`src/hdl/cwec_cell.sv`:
```
// one column cell of the window: the two stored samples of a column
module cwec_cell
    #(
        parameter int SAMPLE_BITS = 16
    )
    (
        input  logic                          aclk,
        input  logic                          shift_en,
        input  logic signed [SAMPLE_BITS-1:0] up_i,
        input  logic signed [SAMPLE_BITS-1:0] centre_i,
        output logic signed [SAMPLE_BITS-1:0] up_o,
        output logic signed [SAMPLE_BITS-1:0] centre_o
    );

    logic signed [SAMPLE_BITS-1:0] up_reg;
    logic signed [SAMPLE_BITS-1:0] centre_reg;

    // take the column from the neighbour on a shift
    always_ff @(posedge aclk) begin
        if (shift_en) begin
            up_reg     <= up_i;
            centre_reg <= centre_i;
        end
    end

    assign up_o     = up_reg;
    assign centre_o = centre_reg;

endmodule

```
`config.mk`:
```
export PLATFORM = sky130hd
export DESIGN_NAME = cwec_cell
export DESIGN_NICKNAME = d
export VERILOG_FILES = /design/src/hdl/cwec_cell.sv
export SDC_FILE = /design/constraint.sdc
export NUM_CORES = 1
export LEC_CHECK = 0
export ABC_AREA = 0
export BUFFER_PORTS_ARGS = -buffer_cell sky130_fd_sc_hd__buf_2
export CORE_MARGIN = 10
export CORE_UTILIZATION = 42
export CTS_CLUSTER_DIAMETER = 40
export DETAILED_ROUTE_END_ITERATION = 8
export PLACE_DENSITY = 0.93
export SYNTH_ARGS = -nofsm -noshare
export SYNTH_HDL_FRONTEND = slang
export SYNTH_SLANG_ARGS = --single-unit
```
`constraint.sdc`:
```
create_clock -name aclk -period 1.15 [get_ports aclk]
set_clock_uncertainty 0.1 [all_clocks]
set_input_delay 0 -clock aclk [delete_from_list [all_inputs] [get_ports aclk]]
set_output_delay 0 -clock aclk [all_outputs]
set_load 0.01 [all_outputs]
```
==> results of run 1 <==
==> sequential cells by signal, indices dropped and copies added, names as in the netlist <==
name,cells
centre_o,16
up_o,16
==> cells in the final DEF (no fill, tap or decap) <==
master,count
edfxtp_1,32
dlygate4sd3_1,33
clkbuf_4,5
buf_2,65
buf_12,1
==> worst min path at each step <==
stage | startpoint | to | slack (ns) | depth (start not counted)
after floorplan | centre_i[0] | centre_o[0]$_DFFE_PP_ | -0.001 | 0
after global placement | centre_i[1] | centre_o[1]$_DFFE_PP_ | 0.08 | 1
after detailed placement | centre_i[14] | centre_o[14]$_DFFE_PP_ | 0.08 | 1
after CTS | centre_i[8] | centre_o[8]$_DFFE_PP_ | 0.28 | 2
after global routing | centre_i[0] | centre_o[0]$_DFFE_PP_ | 0.29 | 2
final | centre_i[0] | centre_o[0]$_DFFE_PP_ | 0.31 | 2
==> stage by stage <==
| step | area (um2) | power [mW] | worst slack, ns | util (%) | hold slack, ns |
|---|---|---|---|---|---|
| finish | 1710 | 2.22 | 0.161 | 78.0 | 0.306 |
| floorplan | 961 | 1.49 | 0.656 | - | -0.00113 |
| CTS | 1710 | 2.24 | 0.163 | 78.0 | 0.285 |
| global placement | 1340 | 1.65 | 0.386 | 61.2 | 0.0770 |
| detailed placement | 1340 | 1.66 | 0.367 | 61.2 | 0.0784 |
| global route | 1710 | 2.35 | 0.131 | 78.0 | 0.287 |
==> cell usage after synthesis <==
cell type | instances | share of area (%)
edfxtp_1 | 32 | 100
==> cell type report <==
class,count,area [um2]
Tap cell,28,35.0
Fill cell,128,482
Clock buffer,5,37.5
Sequential cell,32,961
Timing Repair Buffer,99,676
==> power groups by stage <==
| stage | clock network (mW) | logic (mW) | registers [mW] |
|---|---|---|---|
| after CTS | 0.521 | 0.317 | 1.41 |
| final | 0.497 | 0.316 | 1.41 |
| after global routing | 0.588 | 0.340 | 1.42 |
| after floorplan | 0 | 0 | 1.49 |
| after detailed placement | 0 | 0.230 | 1.43 |
| after global placement | 0 | 0.220 | 1.43 |
==> critical path: stages <==
cell and delay, ns:
dlygate4sd3_1 0.51, buf_2 0.17, buf_12 0.20
==> layer usage <==
layer	track usage (%)	share of wire [%]	vias up
met3	6.36	9.9	2
met1	11.7	30	353
met4	4.52	0.59	0
li1	-	-	341
met2	24.4	59	35
met5	0	0	-
==> cell families after synthesis <==
kind of cell  count (synthesis)  synth area share [%]
DFF                          32                   100
==> results by group, run 1 <==
Worst setup path
  – Worst setup SP type: input pin
  – Largest fanout on the critical path: 28
  – Critical setup path kind: input pin to flop
  – Crit path from: shift_en
  – CP Capture Point: up_o[0]$_DFFE_PP_
  – Crit end category: flop
  – Critical path arrival: 0.90 ns
  – Data required, critical path: 1.06 ns

GRT
  – First-pass GRT wire length: 4.18 mm
  – Initial antenna violation count: 0
  – Largest net degree at the start of global routing: 29
  – Grt ovf: 0
  – GRT Total Usage: 12.9%
  – Vias in the first global route: 773

Pwr
  – Pwr Density: 1300 nW/um2
  – P_leak: 0.739 nW
  – P_int: 1.76 mW
  – Net Sw Power: 456 uW
  – Sequential power share: 63.4%
  – Switching share of power: 20.5%
  – Max VDD drop: 0.000919 V
  – Logic pwr share: 14.2%
  – Clock share of power: 22.4%

Die
  – Die area: 4600 um2
  – Ports: 66
  – Die X: 67.8 um
  – Die height: 67.8 um
  – Rows: 17
  – Initial Util: 43.9%
  – Core area: 2190 um2

Synthesis
  – Avg Inst Size Synth: 30.0 um2
  – Sequential area share after synthesis: 100%
  – Post-synthesis register bit count: 32
  – Yosys cell types: 1
  – Cell Area, Synth: 961 um2
  – Ys Warns: 0
  – Post-Syn Instances: 32
  – Syn Nets: 66

Routing
  – WL/cell: 17.6 um
  – Iter 0 DRT Violations: 38
  – Drc violations: 0
  – DR vias/cell: 4.46
  – Routed vias: 731
  – DRT Pass-1 Iters: 4
  – Final WL: 2.89 mm
  – Antenna-violating nets left: 0

STA
  – Final setup fails: 0
  – Post-layout min period: 0.989 ns
  – RSZ-0062 raised after global routing: no
  – Slew @ Worst Pin: 0.149 ns
  – Setup_tns: 0 ns
  – Part of the cycle the worst path needs: 86.0%
  – Fmax: 1010 MHz
  – Final Hold Viols: 0
  – Final Max Tran Viols: 0
  – Max_slew headroom: 90.1%

CTS
  – # hold bufs at CTS: 33
  – Resize count post-CTS: 0
  – Clock tree buffer depth: 2
  – H-tree depth: 2
  – Clock Pin Slew Worst Setup and Hold Paths: 0.08 ns
  – Num CTS Buffers: 5
  – CTS tree: yes
  – Clock root buffer: clkbuf_4
  – Clock tree sinks: 32
  – Post-CTS Setup Repair Bufs: 0

Run status
  – Outcome: complete, no violations

Finish
  – Layout Nets: 172
  – Share of cells above drive strength 1: 52.2%
  – Layout area overhead: 77.9%
  – Final Instance Count excl. Fillers: 164
  – Diodes inserted: 0
  – #MultiIn Comb: 0
  – Area of the multi-input gates: 0 um2

Placement
  – Routability cong.: 0.695
  – Port Buffer Count: 65
  – Cell count after placement: 126

Flow run
  – Max-cap violation count: 0

Min path
  – Type of the most critical hold path: input pin to flop
No activity file was read; power rests on OpenSTA's default activity.
==> run 2: changes to the inputs <==
--- a/config.mk
+++ b/config.mk
@@ -7,11 +7,12 @@
 export LEC_CHECK = 0
 export ABC_AREA = 0
 export BUFFER_PORTS_ARGS = -buffer_cell sky130_fd_sc_hd__buf_2
-export CORE_MARGIN = 10
-export CORE_UTILIZATION = 42
+export CELL_PAD_IN_SITES_DETAIL_PLACEMENT = 2
+export CELL_PAD_IN_SITES_GLOBAL_PLACEMENT = 2
+export CORE_UTILIZATION = 28
 export CTS_CLUSTER_DIAMETER = 40
 export DETAILED_ROUTE_END_ITERATION = 8
-export PLACE_DENSITY = 0.93
+export PLACE_DENSITY = 0.94
 export SYNTH_ARGS = -nofsm -noshare
 export SYNTH_HDL_FRONTEND = slang
 export SYNTH_SLANG_ARGS = --single-unit
==> results by group, run 2 (synthesis gave the netlist of run 1 again) <==
Run status
  – Outcome: complete, no violations

STA
  – Part of the cycle the worst path needs: 85.2%
  – Slew @ Worst Pin: 0.247 ns
  – Final setup fails: 0
  – RSZ-0062 raised after global routing: no
  – Max_slew headroom: 83.5%
  – Fmax: 1020 MHz
  – Post-layout min period: 0.980 ns
  – Final Max Tran Viols: 0
  – Final setup margin: 0.170 ns
  – Setup_tns: 0 ns
  – Final Hold Viols: 0

CTS
  – H-tree depth: 2
  – Clock Pin Slew Worst Setup and Hold Paths: 0.10 ns
  – Clock tree buffer depth: 2
  – CTS tree: yes
  – Clock tree sinks: 32
  – Clock root buffer: clkbuf_4
  – Num CTS Buffers: 5
  – Post-CTS Setup Repair Bufs: 0

Finish
  – Layout area overhead: 82.4%
  – Area of the multi-input gates: 0 um2
  – Diodes inserted: 0
  – Most frequent cells in the layout: 65 x buf_2, 32 x edfxtp_1, 32 x dlygate4sd3_1
  – Layout filler cell count: 313
  – Share of cells above drive strength 1: 53.2%
  – #MultiIn Comb: 0
  – Most common cell after layout, fill and taps aside: buf_2
  – Layout Nets: 172

Die
  – Rows: 20
  – Die X: 60.6 um
  – Die area: 3670 um2
  – Ports: 66
  – Initial Util: 30.5%
  – Core area: 3150 um2
  – Die height: 60.6 um

Placement
  – Routability cong.: 0.620
  – Post-Place Worst Slack: 0.355 ns
  – Hpwl dp: 1.67 mm
  – Port Buffer Count: 65

Flow run
  – Max-cap violation count: 0

Worst setup path
  – Data required, critical path: 1.05 ns
  – Slowest CP cell: edfxtp_1
  – Critical path arrival: 0.88 ns
  – Worst setup SP type: flop
  – CP peak stage delay: 0.40 ns
  – CP bufs+invs: 1
  – Top delay family on crit path: flip-flops
  – Largest fanout on the critical path: 1
  – Crit end category: output port
  – CP Cell Sequence: buf_2
  – Critical setup path kind: flop to output port

Pwr
  – Power after layout: 2.55 mW
  – P_leak: 0.754 nW
  – Max VDD drop: 0.000963 V
  – Pwr Density: 1450 nW/um2

Routing
  – Drc violations: 0
  – WL/cell: 16.2 um
  – Final WL: 2.97 mm
  – Iter 0 DRT Violations: 7
  – Routed vias: 749
  – DRT Pass-1 Iters: 2
  – Antenna-violating nets left: 0
  – DR vias/cell: 4.09

Min path
  – Type of the most critical hold path: input pin to flop

GRT
  – Largest net degree at the start of global routing: 20
  – GRT Total Usage: 18.4%
  – Grt ovf: 0
  – First-pass GRT wire length: 4.35 mm
  – Vias in the first global route: 864
  – Initial antenna violation count: 0
[run 2: cell count changes in the layout (fill, tap and decap cells not counted)]
| cell | change |
|---|---|
| buf_4 | +2 |
| clkinv_2 | +1 |
| dlygate4sd3_1 | -1 |
| bufinv_16 | +1 |
| clkbuf_1 | +1 |
| buf_12 | -1 |
[run 2: layout make-up]
class	count	area, um2	share of cell area (%)
flip-flops and latches	32	961	54.8
clock buffers	6	41.3	2.36
repair buffers	99	661	37.7
clock inverters	2	35.0	2.00
well taps	44	55.1	3.14
[run 2: power breakdown]
part | leakage (nW) | total, mW | switching [mW] | internal [mW]
logic | 0.399 | 0.311 | 0.140 | 0.172
registers | 0.313 | 1.41 | 0.0245 | 1.38
clock network | 0.0422 | 0.829 | 0.373 | 0.456
[run 2: per-layer routing]
layer | global-route usage (%) | wire, um | vias up
met1 | 16.4 | 977 | 354
met3 | 7.04 | 257 | 7
li1 | - | - | 341
met2 | 34.7 | 1670 | 47
met5 | 0 | 0 | -
met4 | 10.7 | 61 | 0
[run 2: what timing repair did]
item	in CTS	in global routing
resized for setup	0	0
endpoints found under the hold margin	32	0
hold buffers	32	0
[run 2: per-stage QoR]
stage / instances / hold WS (ns) / util [%] / cell area [um2]
after floorplan: 32 / -0.00113 / - / 961
after global placement: 143 / 0.0763 / 43.0 / 1360
after detailed placement: 143 / 0.0787 / 43.0 / 1360
after CTS: 183 / 0.0105 / 55.6 / 1750
after global routing: 183 / 0.00360 / 55.6 / 1750
final: 183 / 0.0172 / 55.6 / 1750
[run 2: worst paths after layout]
path,slack [ns],start,end,depth (start not counted)
max,0.17,centre_o[3]$_DFFE_PP_,centre_o[3],1
min,0.02,shift_en,up_o[7]$_DFFE_PP_,2
