## config.mk

```make
export PLATFORM = sky130hd
export DESIGN_NAME = cwec_classify
export DESIGN_NICKNAME = d
export VERILOG_FILES = /design/src/hdl/cwec_pkg.sv /design/src/hdl/cwec_classify.sv
export SDC_FILE = /design/constraint.sdc
export NUM_CORES = 1
export LEC_CHECK = 0
export CORE_MARGIN = 3
export CORE_UTILIZATION = 65
export DETAILED_ROUTE_END_ITERATION = 8
export DONT_BUFFER_PORTS = 1
export PLACE_DENSITY = 0.81
export SYNTH_ARGS = -nofsm -noshare
export SYNTH_HDL_FRONTEND = slang
export SYNTH_SLANG_ARGS = --single-unit
```

## constraint.sdc

```tcl
create_clock -name vclk -period 2.1
set_input_delay 0 -clock vclk [all_inputs]
set_output_delay 0 -clock vclk [all_outputs]
set_load 0.02 [all_outputs]
```

## src/hdl/cwec_pkg.sv

```systemverilog
// shared constants and types for the cross-window extremum classifier
package cwec_pkg;

    // default sizes, handed to the top level parameters
    localparam int DEF_MAX_WIDTH   = 1024;
    localparam int DEF_MAX_HEIGHT  = 1024;
    localparam int DEF_SAMPLE_BITS = 16;

    // configuration port
    localparam int CFG_DATA_W  = 11;
    localparam int CFG_INDEX_W = 1;

    localparam logic [CFG_INDEX_W-1:0] REG_FRAME_WIDTH  = 1'b0;
    localparam logic [CFG_INDEX_W-1:0] REG_FRAME_HEIGHT = 1'b1;

    // frame dimension limits and reset size
    localparam int DIM_MIN   = 3;
    localparam int DIM_RESET = 8;

    // result classes
    localparam int KIND_W = 2;

    typedef enum logic [KIND_W-1:0] {
        KIND_MAX    = 2'd0,
        KIND_MIN    = 2'd1,
        KIND_SADDLE = 2'd2
    } kind_t;

endpackage

```

## src/hdl/cwec_classify.sv

```systemverilog
// cross compare of a centre sample with its four neighbours
module cwec_classify
    import cwec_pkg::*;
    #(
        parameter int SAMPLE_BITS = 16
    )
    (
        input  logic                          interior,
        input  logic signed [SAMPLE_BITS-1:0] left,
        input  logic signed [SAMPLE_BITS-1:0] centre,
        input  logic signed [SAMPLE_BITS-1:0] right,
        input  logic signed [SAMPLE_BITS-1:0] up,
        input  logic signed [SAMPLE_BITS-1:0] down,
        output logic                          hit,
        output kind_t                         kind
    );

    typedef enum logic [1:0] {
        MARK_NONE,
        MARK_PEAK,
        MARK_VALLEY
    } mark_t;

    // strict peak or valley of b between a and c
    function automatic mark_t mark_dir(
        input logic signed [SAMPLE_BITS-1:0] a,
        input logic signed [SAMPLE_BITS-1:0] b,
        input logic signed [SAMPLE_BITS-1:0] c
    );
        mark_t m;
        m = MARK_NONE;
        if ((a < b) && (b > c)) begin
            m = MARK_PEAK;
        end else if ((a > b) && (b < c)) begin
            m = MARK_VALLEY;
        end
        return m;
    endfunction

    mark_t h_mark;
    mark_t v_mark;

    assign h_mark = mark_dir(left, centre, right);
    assign v_mark = mark_dir(up, centre, down);

    // both directions must mark
    always_comb begin
        hit  = interior && (h_mark != MARK_NONE) && (v_mark != MARK_NONE);
        kind = KIND_SADDLE;
        if ((h_mark == MARK_PEAK) && (v_mark == MARK_PEAK)) begin
            kind = KIND_MAX;
        end else if ((h_mark == MARK_VALLEY) && (v_mark == MARK_VALLEY)) begin
            kind = KIND_MIN;
        end
    end

endmodule

```

==> flow_results.xml, run 1 <==
<?xml version="1.0" encoding="UTF-8"?>
<metrics>
  <group name="run_status">
    <metric name="run_status" unit="">complete, but fails checks</metric>
    <metric name="failed_checks" unit="">negative setup slack</metric>
  </group>
  <group name="floorplan">
    <metric name="fp-row-count" unit="">17</metric>
    <metric name="initial_cell_density_of_the_core" unit="%">71.0</metric>
    <metric name="die_h" unit="um">56.1</metric>
    <metric name="num_io_pins" unit="">84</metric>
    <metric name="die_width" unit="um">56.1</metric>
    <metric name="floorplan.die_area" unit="sq um">3150</metric>
    <metric name="core_area" unit="sq um">2300</metric>
  </group>
  <group name="logic_synthesis">
    <metric name="top_cell_type_s_share_of_synthesized_area" unit="%">49.1</metric>
    <metric name="netlist_instances" unit="">218</metric>
    <metric name="mappedNetlistArea" unit="sq um">1630</metric>
    <metric name="syn_nets" unit="">363</metric>
    <metric name="ys_seq_area_share" unit="%">0</metric>
    <metric name="synth.area.top_cells" unit="">ha_1 (49%), inv_1 (12%), a21oi_1 (7.4%)</metric>
    <metric name="synth_warnings" unit="">0</metric>
    <metric name="synthDistinctLibCells" unit="">37</metric>
    <metric name="post_synth.cell_area_avg" unit="sq um">7.48</metric>
    <metric name="synthDominantAreaCellType" unit="">ha_1</metric>
  </group>
  <group name="power_and_ir_drop">
    <metric name="ir_worst_vdd" unit="uV">153</metric>
    <metric name="leakagePower" unit="uW">0.00107</metric>
    <metric name="power_density" unit="nW/um^2">212</metric>
    <metric name="clkPwrFrac" unit="%">0</metric>
    <metric name="total_power" unit="uW">399</metric>
    <metric name="p_int" unit="uW">192</metric>
    <metric name="p_comb_share" unit="%">100.0</metric>
    <metric name="seqPwrFrac" unit="%">0</metric>
    <metric name="power.switching" unit="uW">207</metric>
    <metric name="power_switching_share" unit="%">51.9</metric>
  </group>
  <group name="critical_path">
    <metric name="worst_ep_required_time" unit="ps">2100</metric>
    <metric name="crit_path_end_kind" unit="">primary output</metric>
    <metric name="worstSetupPathType" unit="">primary input to primary output</metric>
    <metric name="arrival" unit="ps">2100</metric>
    <metric name="kind_of_launch_point_of_the_worst_setup_path" unit="">primary input</metric>
    <metric name="crit_path_max_fanout" unit="">2</metric>
  </group>
  <group name="sta">
    <metric name="report.final.setup_viol" unit="">1</metric>
    <metric name="final_max_slew_viol_count" unit="">0</metric>
    <metric name="postLayoutSetupSlackWorst" unit="ps">-3.20</metric>
    <metric name="final-hold-violation-count" unit="">0</metric>
    <metric name="worst-slew-pin-transition" unit="ps">529</metric>
    <metric name="time_the_worst_path_needs_with_i_o_delays_and_setup" unit="ps">2100</metric>
    <metric name="min_period_over_period" unit="%">100</metric>
    <metric name="timing.slew.headroom" unit="%">64.4</metric>
    <metric name="maxClockFrequency" unit="MHz">475</metric>
  </group>
  <group name="flow_run">
    <metric name="timing.max_cap.violations" unit="">0</metric>
  </group>
  <group name="place">
    <metric name="numPlacedInstances" unit="">257</metric>
    <metric name="place_congestion" unit="">0.988</metric>
    <metric name="placement.io_buffers" unit="">0</metric>
    <metric name="dpl_wire_length" unit="um">3910</metric>
  </group>
  <group name="global_route">
    <metric name="grtUsageTotal" unit="%">25.6</metric>
    <metric name="global_route_wire_length_before_repair" unit="um">6820</metric>
    <metric name="maximum_number_of_pins_on_one_net_before_global_route_repair" unit="">5</metric>
    <metric name="grt_antenna_before_repair" unit="">0</metric>
    <metric name="first_global_vias" unit="">1670</metric>
    <metric name="globalRouteOverflowTotal" unit="">0</metric>
  </group>
  <group name="final_layout">
    <metric name="insertedDiodeCount" unit="">0</metric>
    <metric name="final.fill_count" unit="">162</metric>
    <metric name="layout.area.seq" unit="sq um">0</metric>
    <metric name="utilization" unit="%">81.9</metric>
    <metric name="mostFrequentLayoutCells" unit="">ha_1 (61), inv_1 (50), a21oi_1 (24)</metric>
    <metric name="layout.cells.non_filler" unit="">260</metric>
    <metric name="nFlopsAndLatches" unit="">0</metric>
    <metric name="fin_nets" unit="">379</metric>
    <metric name="multi_input_comb_area" unit="sq um">1550</metric>
    <metric name="final_layout_size_suffix_gt1_share" unit="%">12.9</metric>
    <metric name="nClkBuffers" unit="">0</metric>
    <metric name="syn2layout_area_growth" unit="%">15.3</metric>
    <metric name="layout.cells.most_common" unit="">ha_1</metric>
  </group>
  <group name="route">
    <metric name="routed_wirelength" unit="um">4530</metric>
    <metric name="vias" unit="">1649</metric>
    <metric name="drtAntennaViolNets" unit="">0</metric>
    <metric name="viasPerCell" unit="">6.34</metric>
    <metric name="drt_first_pass_iters" unit="">4</metric>
    <metric name="post_drt_wl_per_cell" unit="um">17.4</metric>
    <metric name="drt_iter0_drc" unit="">56</metric>
    <metric name="drc" unit="">0</metric>
  </group>
  <group name="min_path">
    <metric name="min_path_type" unit="">primary input to primary output</metric>
  </group>
  <group name="clock_tree">
    <metric name="cts.hold.buffers_added" unit="">0</metric>
  </group>
</metrics>
[per-stage QoR]
step / setup TNS (ps) / area (sq um) / setup WS, ps / hold slack [ps]
finish: -3.20 / 1880 / -3.20 / 118
detailed placement: -84.8 / 1750 / -79.7 / 175
floorplan: 0 / 1630 / 73.0 / 168
global route: -205 / 1880 / -77.1 / 120
global placement: -32.7 / 1750 / -32.7 / 175
CTS: 0 / 1760 / 2.46 / 150
[path summary, 6_finish.rpt]
| check | start | end | depth (start not counted) |
|---|---|---|---|
| setup / recovery | down[15] | hit | 9 |
| hold / removal | interior | hit | 1 |
[synth_stat cells (2+ instances only)]
cell type,number
ha_1,64
inv_1,50
a21oi_1,24
nand2_1,15
nand4_1,9
a21o_1,5
nand2b_1,4
nand3_1,4
nor2_1,4
o21ai_0,4
o211ai_1,3
a211oi_1,2
mux2i_1,2
nor2b_1,2
nor3_1,2
nor4_1,2
o21a_1,2
[metal layers]
| layer | routed length (um) | part of all wire (%) | vias to the layer above | GRT usage (%) |
|---|---|---|---|---|
| li1 | - | - | 811 | - |
| met1 | 1840 | 41 | 739 | 30.1 |
| met5 | 0 | 0 | - | 0 |
| met2 | 2240 | 50 | 83 | 47.1 |
| met4 | 145 | 3.2 | 0 | 8.81 |
| met3 | 299 | 6.6 | 16 | 3.02 |
[kinds of logic (layout without fill, tap and decap cells)]
logic type | after synthesis | in the layout | synth area share (%)
compound gates | 52 | 52 | 20.2
fa+ha+maj | 64 | 64 | 49.1
buf+inv | 50 | 64 | 11.5
simple gates | 48 | 48 | 16.3
mux | 4 | 4 | 2.84
[power by group through the flow]
stage               logic, uW  clock network [uW]  registers [uW]
CTS                       349                   0               0
floorplan                 258                   0               0
global route              452                   0               0
global placement          319                   0               0
detailed placement        344                   0               0
finish                    399                   0               0
[worst max-delay path, cell delays in order]
cell and delay (ps):
inv_1 20, ha_1 290, nand4_1 140, or4_4 540, o211ai_1 250, mux2i_1 330
buf_4 180, nor3_4 40, o221a_4 320
[what timing repair did]
| action | 4_1_cts | 5_1_grt |
|---|---|---|
| setup buffers | 0 | 3 |
| gates resized for setup | 3 | 14 |
| setup endpoints to repair | 2 | 3 |
| pin swaps | 1 | 11 |
[area by class of cell]
| cell class | count | share of cell area [%] |
|---|---|---|
| multi-input cells | 168 | 82.4 |
| inverters | 50 | 9.97 |
| repair buffers | 14 | 5.78 |
| well taps | 28 | 1.86 |
No activity file was read; power rests on OpenSTA's default activity.
==> inputs of run 2 (changes only) <==
ABC_CLOCK_PERIOD_IN_PS = 1730   (was unset)
CORE_UTILIZATION = 62   (was 65)
clock period = 1.73 ns   (was 2.1 ns; I/O delays follow)
==> run 2 against run 1 <==
The flow still finishes with violations (negative setup slack). Non-clock buffer count is 21 higher. Flip-flop and latch count stayed put. Hold slack better by 5.3 ps. Die area is 4.3% higher. Final area is 15% higher. Sequential share of layout area stayed put. Highest routed layer unchanged. Critical path type unchanged. Setup slack worse by 400 ps. Combinational power is 49% higher.
==> flow_results.xml, run 2 (synthesized netlist as in run 1, its figures left out) <==
<?xml version="1.0" encoding="UTF-8"?>
<metrics>
  <group name="run_status">
    <metric name="run_status" unit="">complete, but fails checks</metric>
    <metric name="failed_checks" unit="">negative setup slack</metric>
  </group>
  <group name="final_layout">
    <metric name="layout.cells.most_common" unit="">ha_1</metric>
    <metric name="layout.area.seq" unit="sq um">0</metric>
    <metric name="insertedDiodeCount" unit="">0</metric>
    <metric name="final.fill_count" unit="">94</metric>
    <metric name="finish.instance_area" unit="sq um">2170</metric>
    <metric name="syn2layout_area_growth" unit="%">33.0</metric>
    <metric name="fin_nets" unit="">400</metric>
    <metric name="nFlopsAndLatches" unit="">0</metric>
    <metric name="final_layout_size_suffix_gt1_share" unit="%">27.3</metric>
    <metric name="mostFrequentLayoutCells" unit="">ha_1 (56), inv_1 (45), buf_4 (35)</metric>
    <metric name="nClkBuffers" unit="">0</metric>
    <metric name="layout.cells.non_filler" unit="">281</metric>
  </group>
  <group name="floorplan">
    <metric name="fp-row-count" unit="">17</metric>
    <metric name="num_io_pins" unit="">84</metric>
    <metric name="floorplan.die_area" unit="sq um">3280</metric>
    <metric name="die_h" unit="um">57.3</metric>
    <metric name="initial_cell_density_of_the_core" unit="%">69.1</metric>
    <metric name="die_width" unit="um">57.3</metric>
    <metric name="core_area" unit="sq um">2360</metric>
  </group>
  <group name="route">
    <metric name="drt_iter0_drc" unit="">104</metric>
    <metric name="drc" unit="">0</metric>
    <metric name="drt_first_pass_iters" unit="">4</metric>
    <metric name="post_drt_wl_per_cell" unit="um">21.2</metric>
    <metric name="vias" unit="">1877</metric>
    <metric name="routed_wirelength" unit="um">5960</metric>
    <metric name="viasPerCell" unit="">6.68</metric>
    <metric name="drtAntennaViolNets" unit="">0</metric>
  </group>
  <group name="critical_path">
    <metric name="worst_ep_required_time" unit="ps">1730</metric>
    <metric name="crit_path_cell_trace" unit="">inv_1 -&gt; buf_4 -&gt; ha_1 -&gt; nand4_1 -&gt; buf_4 -&gt; a2111oi_4 -&gt; nor4_2 -&gt; mux2i_1 -&gt; buf_4 -&gt; nor3_4 -&gt; o221a_4</metric>
    <metric name="worstSetupPathType" unit="">primary input to primary output</metric>
    <metric name="crit_path_max_fanout" unit="">3</metric>
    <metric name="critPathCapture" unit="">hit</metric>
    <metric name="crit_path_end_kind" unit="">primary output</metric>
    <metric name="critical_path.most_common_cell" unit="">buf_4</metric>
    <metric name="kind_of_launch_point_of_the_worst_setup_path" unit="">primary input</metric>
    <metric name="critPathMaxStageDelay" unit="ps">350</metric>
    <metric name="cp_slowest_cell" unit="">ha_1</metric>
    <metric name="critPathLaunch" unit="">centre[9]</metric>
    <metric name="arrival" unit="ps">2130</metric>
  </group>
  <group name="power_and_ir_drop">
    <metric name="seqPwrFrac" unit="%">0</metric>
    <metric name="ir_worst_vdd" unit="uV">240</metric>
    <metric name="power.switching" unit="uW">308</metric>
    <metric name="power_switching_share" unit="%">51.7</metric>
    <metric name="total_power" unit="uW">595</metric>
    <metric name="p_comb_share" unit="%">100.0</metric>
    <metric name="p_int" unit="uW">287</metric>
    <metric name="leakagePower" unit="uW">0.00117</metric>
    <metric name="clkPwrFrac" unit="%">0</metric>
    <metric name="power_density" unit="nW/um^2">274</metric>
  </group>
  <group name="sta">
    <metric name="final_max_slew_viol_count" unit="">0</metric>
    <metric name="time_the_worst_path_needs_with_i_o_delays_and_setup" unit="ps">2130</metric>
    <metric name="postLayoutSetupSlackWorst" unit="ps">-403</metric>
    <metric name="maxClockFrequency" unit="MHz">469</metric>
    <metric name="fin_hold_ws" unit="ps">123</metric>
    <metric name="min_period_over_period" unit="%">123</metric>
    <metric name="final-hold-violation-count" unit="">0</metric>
    <metric name="worst-slew-pin-transition" unit="ps">410</metric>
    <metric name="report.final.setup_viol" unit="">3</metric>
    <metric name="timing.slew.headroom" unit="%">72.4</metric>
    <metric name="grt_setup_unrepaired" unit="">true</metric>
  </group>
  <group name="flow_run">
    <metric name="timing.max_cap.violations" unit="">0</metric>
  </group>
  <group name="min_path">
    <metric name="min_path_type" unit="">primary input to primary output</metric>
  </group>
  <group name="place">
    <metric name="placement.io_buffers" unit="">0</metric>
    <metric name="dpl_wire_length" unit="um">4310</metric>
    <metric name="numPlacedInstances" unit="">277</metric>
    <metric name="placement.setup.worst_slack" unit="ps">-373</metric>
    <metric name="place_congestion" unit="">0.813</metric>
    <metric name="post_dp_cell_area" unit="sq um">2000</metric>
  </group>
  <group name="global_route">
    <metric name="first_global_vias" unit="">1923</metric>
    <metric name="globalRouteOverflowTotal" unit="">0</metric>
    <metric name="global_route_wire_length_before_repair" unit="um">8490</metric>
    <metric name="maximum_number_of_pins_on_one_net_before_global_route_repair" unit="">5</metric>
    <metric name="grt_antenna_before_repair" unit="">0</metric>
    <metric name="grtUsageTotal" unit="%">31.8</metric>
  </group>
  <group name="clock_tree">
    <metric name="cts.hold.buffers_added" unit="">0</metric>
  </group>
</metrics>
run 2: stage by stage:
step | setup TNS, ps | utilization, %
4_1_cts | -717 | 87.7
2_1_floorplan | -588 | -
6_report | -1120 | 91.9
5_1_grt | -1450 | 91.9
3_5_place_dp | -1030 | 84.5
3_3_place_gp | -840 | 84.5
run 2: routing by layer:
layer  part of all wire, %  vias up  track usage, %
met1                    37      861            34.6
met5                     0        -               0
met3                   8.6       34            6.11
met4                   5.0        0            11.6
met2                    49      125            60.0
li1                      -      857               -
run 2: worst min path at each step:
stage               startpoint  endpoint  slack (ps)  cells after the start
detailed placement    interior       hit         120                      1
floorplan             interior       hit         120                      1
global route          interior       hit         130                      1
CTS                   interior       hit         120                      1
finish                interior       hit         120                      1
global placement      interior       hit         120                      1
run 2: power by group through the flow:
stage	Clock [uW]	Sequential (uW)	Combinational, uW
after floorplan	0	0	339
after global placement	0	0	443
after detailed placement	0	0	487
after CTS	0	0	512
after global routing	0	0	656
final	0	0	595
run 2: what timing repair did:
item,4_1_cts,5_1_grt
endpoints found under the setup margin,3,3
gates resized for setup,11,11
setup buffers,1,3
pin swaps,13,11
run 2: layout make-up:
type / count / area [sq um] / area share (%)
multi-input cells: 168 / 1660 / 76.5
repair buffers: 35 / 263 / 12.1
inverters: 50 / 211 / 9.75
well taps: 28 / 35.0 / 1.61
run 2: critical path, delay by kind of cell:
kind                     cells  cell delay, ps
AO/OA/AOI/OAI                2             590
buffers and inverters        4             560
AND/OR/NAND/NOR              3             480
adder cells (fa/ha/maj)      1             350
multiplexers                 1             130
==> inputs of run 3 (changes only) <==
==> constraint.sdc (replaced) <==
create_clock -name vclk -period 1.73
set_input_delay 0.346 -clock vclk [all_inputs]
set_output_delay 0.346 -clock vclk [all_outputs]
set_load 0.02 [all_outputs]
==> run 3 against run 2 <==
The run now fails in global routing (5_1_grt). Area after synthesis stayed put. Synthesized cell count stayed put.
==> flow_results.xml, run 3 <==
<?xml version="1.0" encoding="UTF-8"?>
<metrics>
  <group name="run_status">
    <metric name="run_status" unit="">stopped before the end</metric>
    <metric name="flow.stopped_at" unit="">global routing (5_1_grt)</metric>
    <metric name="stop_error" unit="">[ERROR GRT-0232] Routing congestion too high. Check the congestion heatmap in the GUI.</metric>
  </group>
  <group name="logic_synthesis">
    <metric name="syn_nets" unit="">363</metric>
    <metric name="synthDistinctLibCells" unit="">37</metric>
    <metric name="synthDominantAreaCellType" unit="">ha_1</metric>
    <metric name="mappedNetlistArea" unit="sq um">1630</metric>
    <metric name="synth.most_common_cell" unit="">ha_1</metric>
    <metric name="synth.area.top_cells" unit="">ha_1 (49%), inv_1 (12%), a21oi_1 (7.4%)</metric>
    <metric name="ys_seq_area_share" unit="%">0</metric>
    <metric name="synth_warnings" unit="">0</metric>
    <metric name="post_synth.cell_area_avg" unit="sq um">7.48</metric>
    <metric name="top_cell_type_s_share_of_synthesized_area" unit="%">49.1</metric>
    <metric name="netlist_instances" unit="">218</metric>
    <metric name="yosys-top-cells-count" unit="">ha_1 (64), inv_1 (50), a21oi_1 (24)</metric>
  </group>
  <group name="floorplan">
    <metric name="initial_cell_density_of_the_core" unit="%">69.1</metric>
    <metric name="die_h" unit="um">57.3</metric>
    <metric name="fp-row-count" unit="">17</metric>
    <metric name="die_width" unit="um">57.3</metric>
    <metric name="num_io_pins" unit="">84</metric>
  </group>
  <group name="place">
    <metric name="post_dp_cell_area" unit="sq um">2000</metric>
    <metric name="dpl_wire_length" unit="um">4300</metric>
    <metric name="place_congestion" unit="">0.818</metric>
    <metric name="placement.io_buffers" unit="">0</metric>
  </group>
  <group name="global_route">
    <metric name="grtUsageTotal" unit="%">76.4</metric>
    <metric name="maximum_number_of_pins_on_one_net_before_global_route_repair" unit="">5</metric>
    <metric name="globalRouteOverflowTotal" unit="">147</metric>
  </group>
  <group name="sta">
    <metric name="repair-timing-grt-worst-ep" unit="">kind[1]</metric>
    <metric name="worst-ep-kind" unit="">output port</metric>
  </group>
</metrics>
==> run 3: through the flow <==
stage | hold WS, ps | TNS (ps) | setup slack, ps | instances | utilization, %
global placement | 810 | -2920 | -994 | 278 | 84.8
detailed placement | 811 | -3040 | -1040 | 278 | 84.8
CTS | 811 | -2840 | -959 | 280 | 88.0
floorplan | 808 | -2660 | -894 | 218 | -
==> run 3: cell families after synthesis <==
kind of cell | count (synthesis) | share of synthesized area (%)
compound gates | 52 | 20.2
buf+inv | 50 | 11.5
fa+ha+maj | 64 | 49.1
simple gates | 48 | 16.3
mux | 4 | 2.84
==> run 3: routing by layer <==
metal | GRT usage [%] | GRT overflow
met4 | 86.1 | 35
met5 | 3.17 | 0
met3 | 51.4 | 0
met2 | 106 | 111
met1 | 69.6 | 1
==> run 3: repair_timing <==
item | 4_1_cts
hold buffers | 0
setup endpoints to repair | 3
pin swaps | 11
resized for setup | 12
buffers inserted | 2
==> inputs of run 4 (changes only) <==
ABC_CLOCK_PERIOD_IN_PS = 2200   (was 1730)
CORE_UTILIZATION = 40   (was 62)
PLACE_DENSITY = unset   (was 0.81)
PLACE_DENSITY_LB_ADDON = 0.15   (was unset)
clock period = 2.2 ns   (was 1.73 ns; I/O delays follow)
==> run 4 against run 3 <==
The flow now finishes, with violations (negative setup slack).
==> flow_results.xml, run 4 (synthesized netlist as in run 1, its figures left out) <==
<?xml version="1.0" encoding="UTF-8"?>
<metrics>
  <group name="global_route">
    <metric name="globalRouteOverflowTotal" unit="">0</metric>
    <metric name="grtUsageTotal" unit="%">18.2</metric>
    <metric name="grt_antenna_before_repair" unit="">0</metric>
    <metric name="first_global_vias" unit="">1678</metric>
    <metric name="maximum_number_of_pins_on_one_net_before_global_route_repair" unit="">5</metric>
    <metric name="global_route_wire_length_before_repair" unit="um">7560</metric>
  </group>
  <group name="critical_path">
    <metric name="crit_path_end_kind" unit="">primary output</metric>
    <metric name="buffering_stage_count_on_the_worst_path_with_inverters_included" unit="">2</metric>
    <metric name="worstSetupPathType" unit="">primary input to primary output</metric>
    <metric name="kind_of_launch_point_of_the_worst_setup_path" unit="">primary input</metric>
    <metric name="crit_family" unit="">compound AO/OA/AOI/OAI gates</metric>
    <metric name="worst_ep_required_time" unit="ps">1760</metric>
    <metric name="cp_slowest_cell" unit="">or4_4</metric>
    <metric name="crit_path_cell_trace" unit="">inv_8 -&gt; ha_4 -&gt; buf_6 -&gt; nand3_2 -&gt; or4_4 -&gt; a21oi_4 -&gt; a2111oi_4 -&gt; mux2_4 -&gt; o211a_4 -&gt; a22oi_2</metric>
    <metric name="arrival" unit="ps">2410</metric>
    <metric name="critPathMaxStageDelay" unit="ps">550</metric>
    <metric name="crit_path_max_fanout" unit="">2</metric>
  </group>
  <group name="run_status">
    <metric name="failed_checks" unit="">negative setup slack</metric>
    <metric name="run_status" unit="">complete, but fails checks</metric>
  </group>
  <group name="floorplan">
    <metric name="floorplan.die_area" unit="sq um">4880</metric>
    <metric name="die_width" unit="um">69.9</metric>
    <metric name="num_io_pins" unit="">84</metric>
    <metric name="die_h" unit="um">69.9</metric>
    <metric name="fp-row-count" unit="">22</metric>
    <metric name="initial_cell_density_of_the_core" unit="%">43.0</metric>
    <metric name="core_area" unit="sq um">3800</metric>
  </group>
  <group name="sta">
    <metric name="final-hold-violation-count" unit="">0</metric>
    <metric name="postLayoutSetupSlackWorst" unit="ps">-655</metric>
    <metric name="min_period_over_period" unit="%">130</metric>
    <metric name="report.final.setup_viol" unit="">3</metric>
    <metric name="fin_hold_ws" unit="ps">999</metric>
    <metric name="worst-slew-pin-transition" unit="ps">318</metric>
    <metric name="timing.slew.headroom" unit="%">78.7</metric>
    <metric name="time_the_worst_path_needs_with_i_o_delays_and_setup" unit="ps">2850</metric>
    <metric name="maxClockFrequency" unit="MHz">350</metric>
    <metric name="final_max_slew_viol_count" unit="">0</metric>
    <metric name="grt_setup_unrepaired" unit="">true</metric>
  </group>
  <group name="clock_tree">
    <metric name="cts.hold.buffers_added" unit="">0</metric>
  </group>
  <group name="final_layout">
    <metric name="fin_nets" unit="">403</metric>
    <metric name="layout.cells.most_common" unit="">ha_1</metric>
    <metric name="utilization" unit="%">61.4</metric>
    <metric name="nFlopsAndLatches" unit="">0</metric>
    <metric name="final_layout_size_suffix_gt1_share" unit="%">35.5</metric>
    <metric name="insertedDiodeCount" unit="">0</metric>
    <metric name="layout.area.seq" unit="sq um">0</metric>
    <metric name="multi_input_comb_area" unit="sq um">1760</metric>
    <metric name="mostFrequentLayoutCells" unit="">ha_1 (48), buf_4 (36), inv_1 (33)</metric>
    <metric name="syn2layout_area_growth" unit="%">42.9</metric>
    <metric name="final.fill_count" unit="">347</metric>
    <metric name="nClkBuffers" unit="">0</metric>
    <metric name="layout.cells.non_filler" unit="">304</metric>
  </group>
  <group name="min_path">
    <metric name="worstHoldPathCells" unit="">1</metric>
    <metric name="timing.hold.worst_endpoint" unit="">hit</metric>
    <metric name="worst_hold_path_startpoint" unit="">interior</metric>
    <metric name="min_path_type" unit="">primary input to primary output</metric>
  </group>
  <group name="power_and_ir_drop">
    <metric name="power_density" unit="nW/um^2">195</metric>
    <metric name="leakagePower" unit="uW">0.00117</metric>
    <metric name="ir_worst_vdd" unit="uV">80.0</metric>
    <metric name="total_power" unit="uW">455</metric>
  </group>
  <group name="route">
    <metric name="post_drt_wl_per_cell" unit="um">15.5</metric>
    <metric name="drc" unit="">0</metric>
    <metric name="drt_iter0_drc" unit="">45</metric>
    <metric name="drtAntennaViolNets" unit="">0</metric>
    <metric name="viasPerCell" unit="">5.28</metric>
    <metric name="routed_wirelength" unit="um">4700</metric>
    <metric name="vias" unit="">1604</metric>
    <metric name="drt_first_pass_iters" unit="">4</metric>
  </group>
  <group name="place">
    <metric name="dpl_wire_length" unit="um">3990</metric>
    <metric name="placement.io_buffers" unit="">0</metric>
    <metric name="place_congestion" unit="">0.841</metric>
    <metric name="placement.setup.worst_slack" unit="ps">-730</metric>
    <metric name="numPlacedInstances" unit="">299</metric>
  </group>
  <group name="flow_run">
    <metric name="timing.max_cap.violations" unit="">0</metric>
  </group>
</metrics>
[run 4: metal layers]
metal | global-route usage [%] | share of wire (%)
met2 | 33.2 | 50
met4 | 1.06 | 0.66
met1 | 24.2 | 45
met5 | 0 | 0
met3 | 1.73 | 4.3
[run 4: how the worst max path moves through the flow]
stage	startpoint	end	slack, ps	cells past startpoint
after floorplan	down[10]	hit	-610	8
after detailed placement	centre[13]	kind[1]	-730	8
after global placement	centre[11]	kind[1]	-710	9
final	right[5]	kind[1]	-650	10
after CTS	centre[13]	kind[1]	-630	8
after global routing	centre[11]	hit	-750	10
[run 4: layout make-up]
cell class | count | area share (%)
inverter | 50 | 9.23
multi-input combinational | 168 | 75.6
tap | 48 | 2.58
timing repair buffer | 38 | 12.6
[run 4: metrics by stage]
stage	instance area [sq um]	TNS, ps
global route	2330	-2210
detailed placement	2040	-2160
finish	2330	-1950
CTS	2220	-1870
global placement	2040	-2090
floorplan	1730	-1820
[run 4: report_power, final]
group / internal (uW) / switching, uW / leakage, uW
Clock: 0 / 0 / 0
Combinational: 238 / 218 / 0.00117
Sequential: 0 / 0 / 0
Total: 238 / 218 / 0.00117
[run 4: repair_timing]
action | 4_1_cts | 5_1_grt
pin swaps | 18 | 3
setup buffers | 5 | 0
setup endpoints to repair | 3 | 3
gates resized for setup | 27 | 19
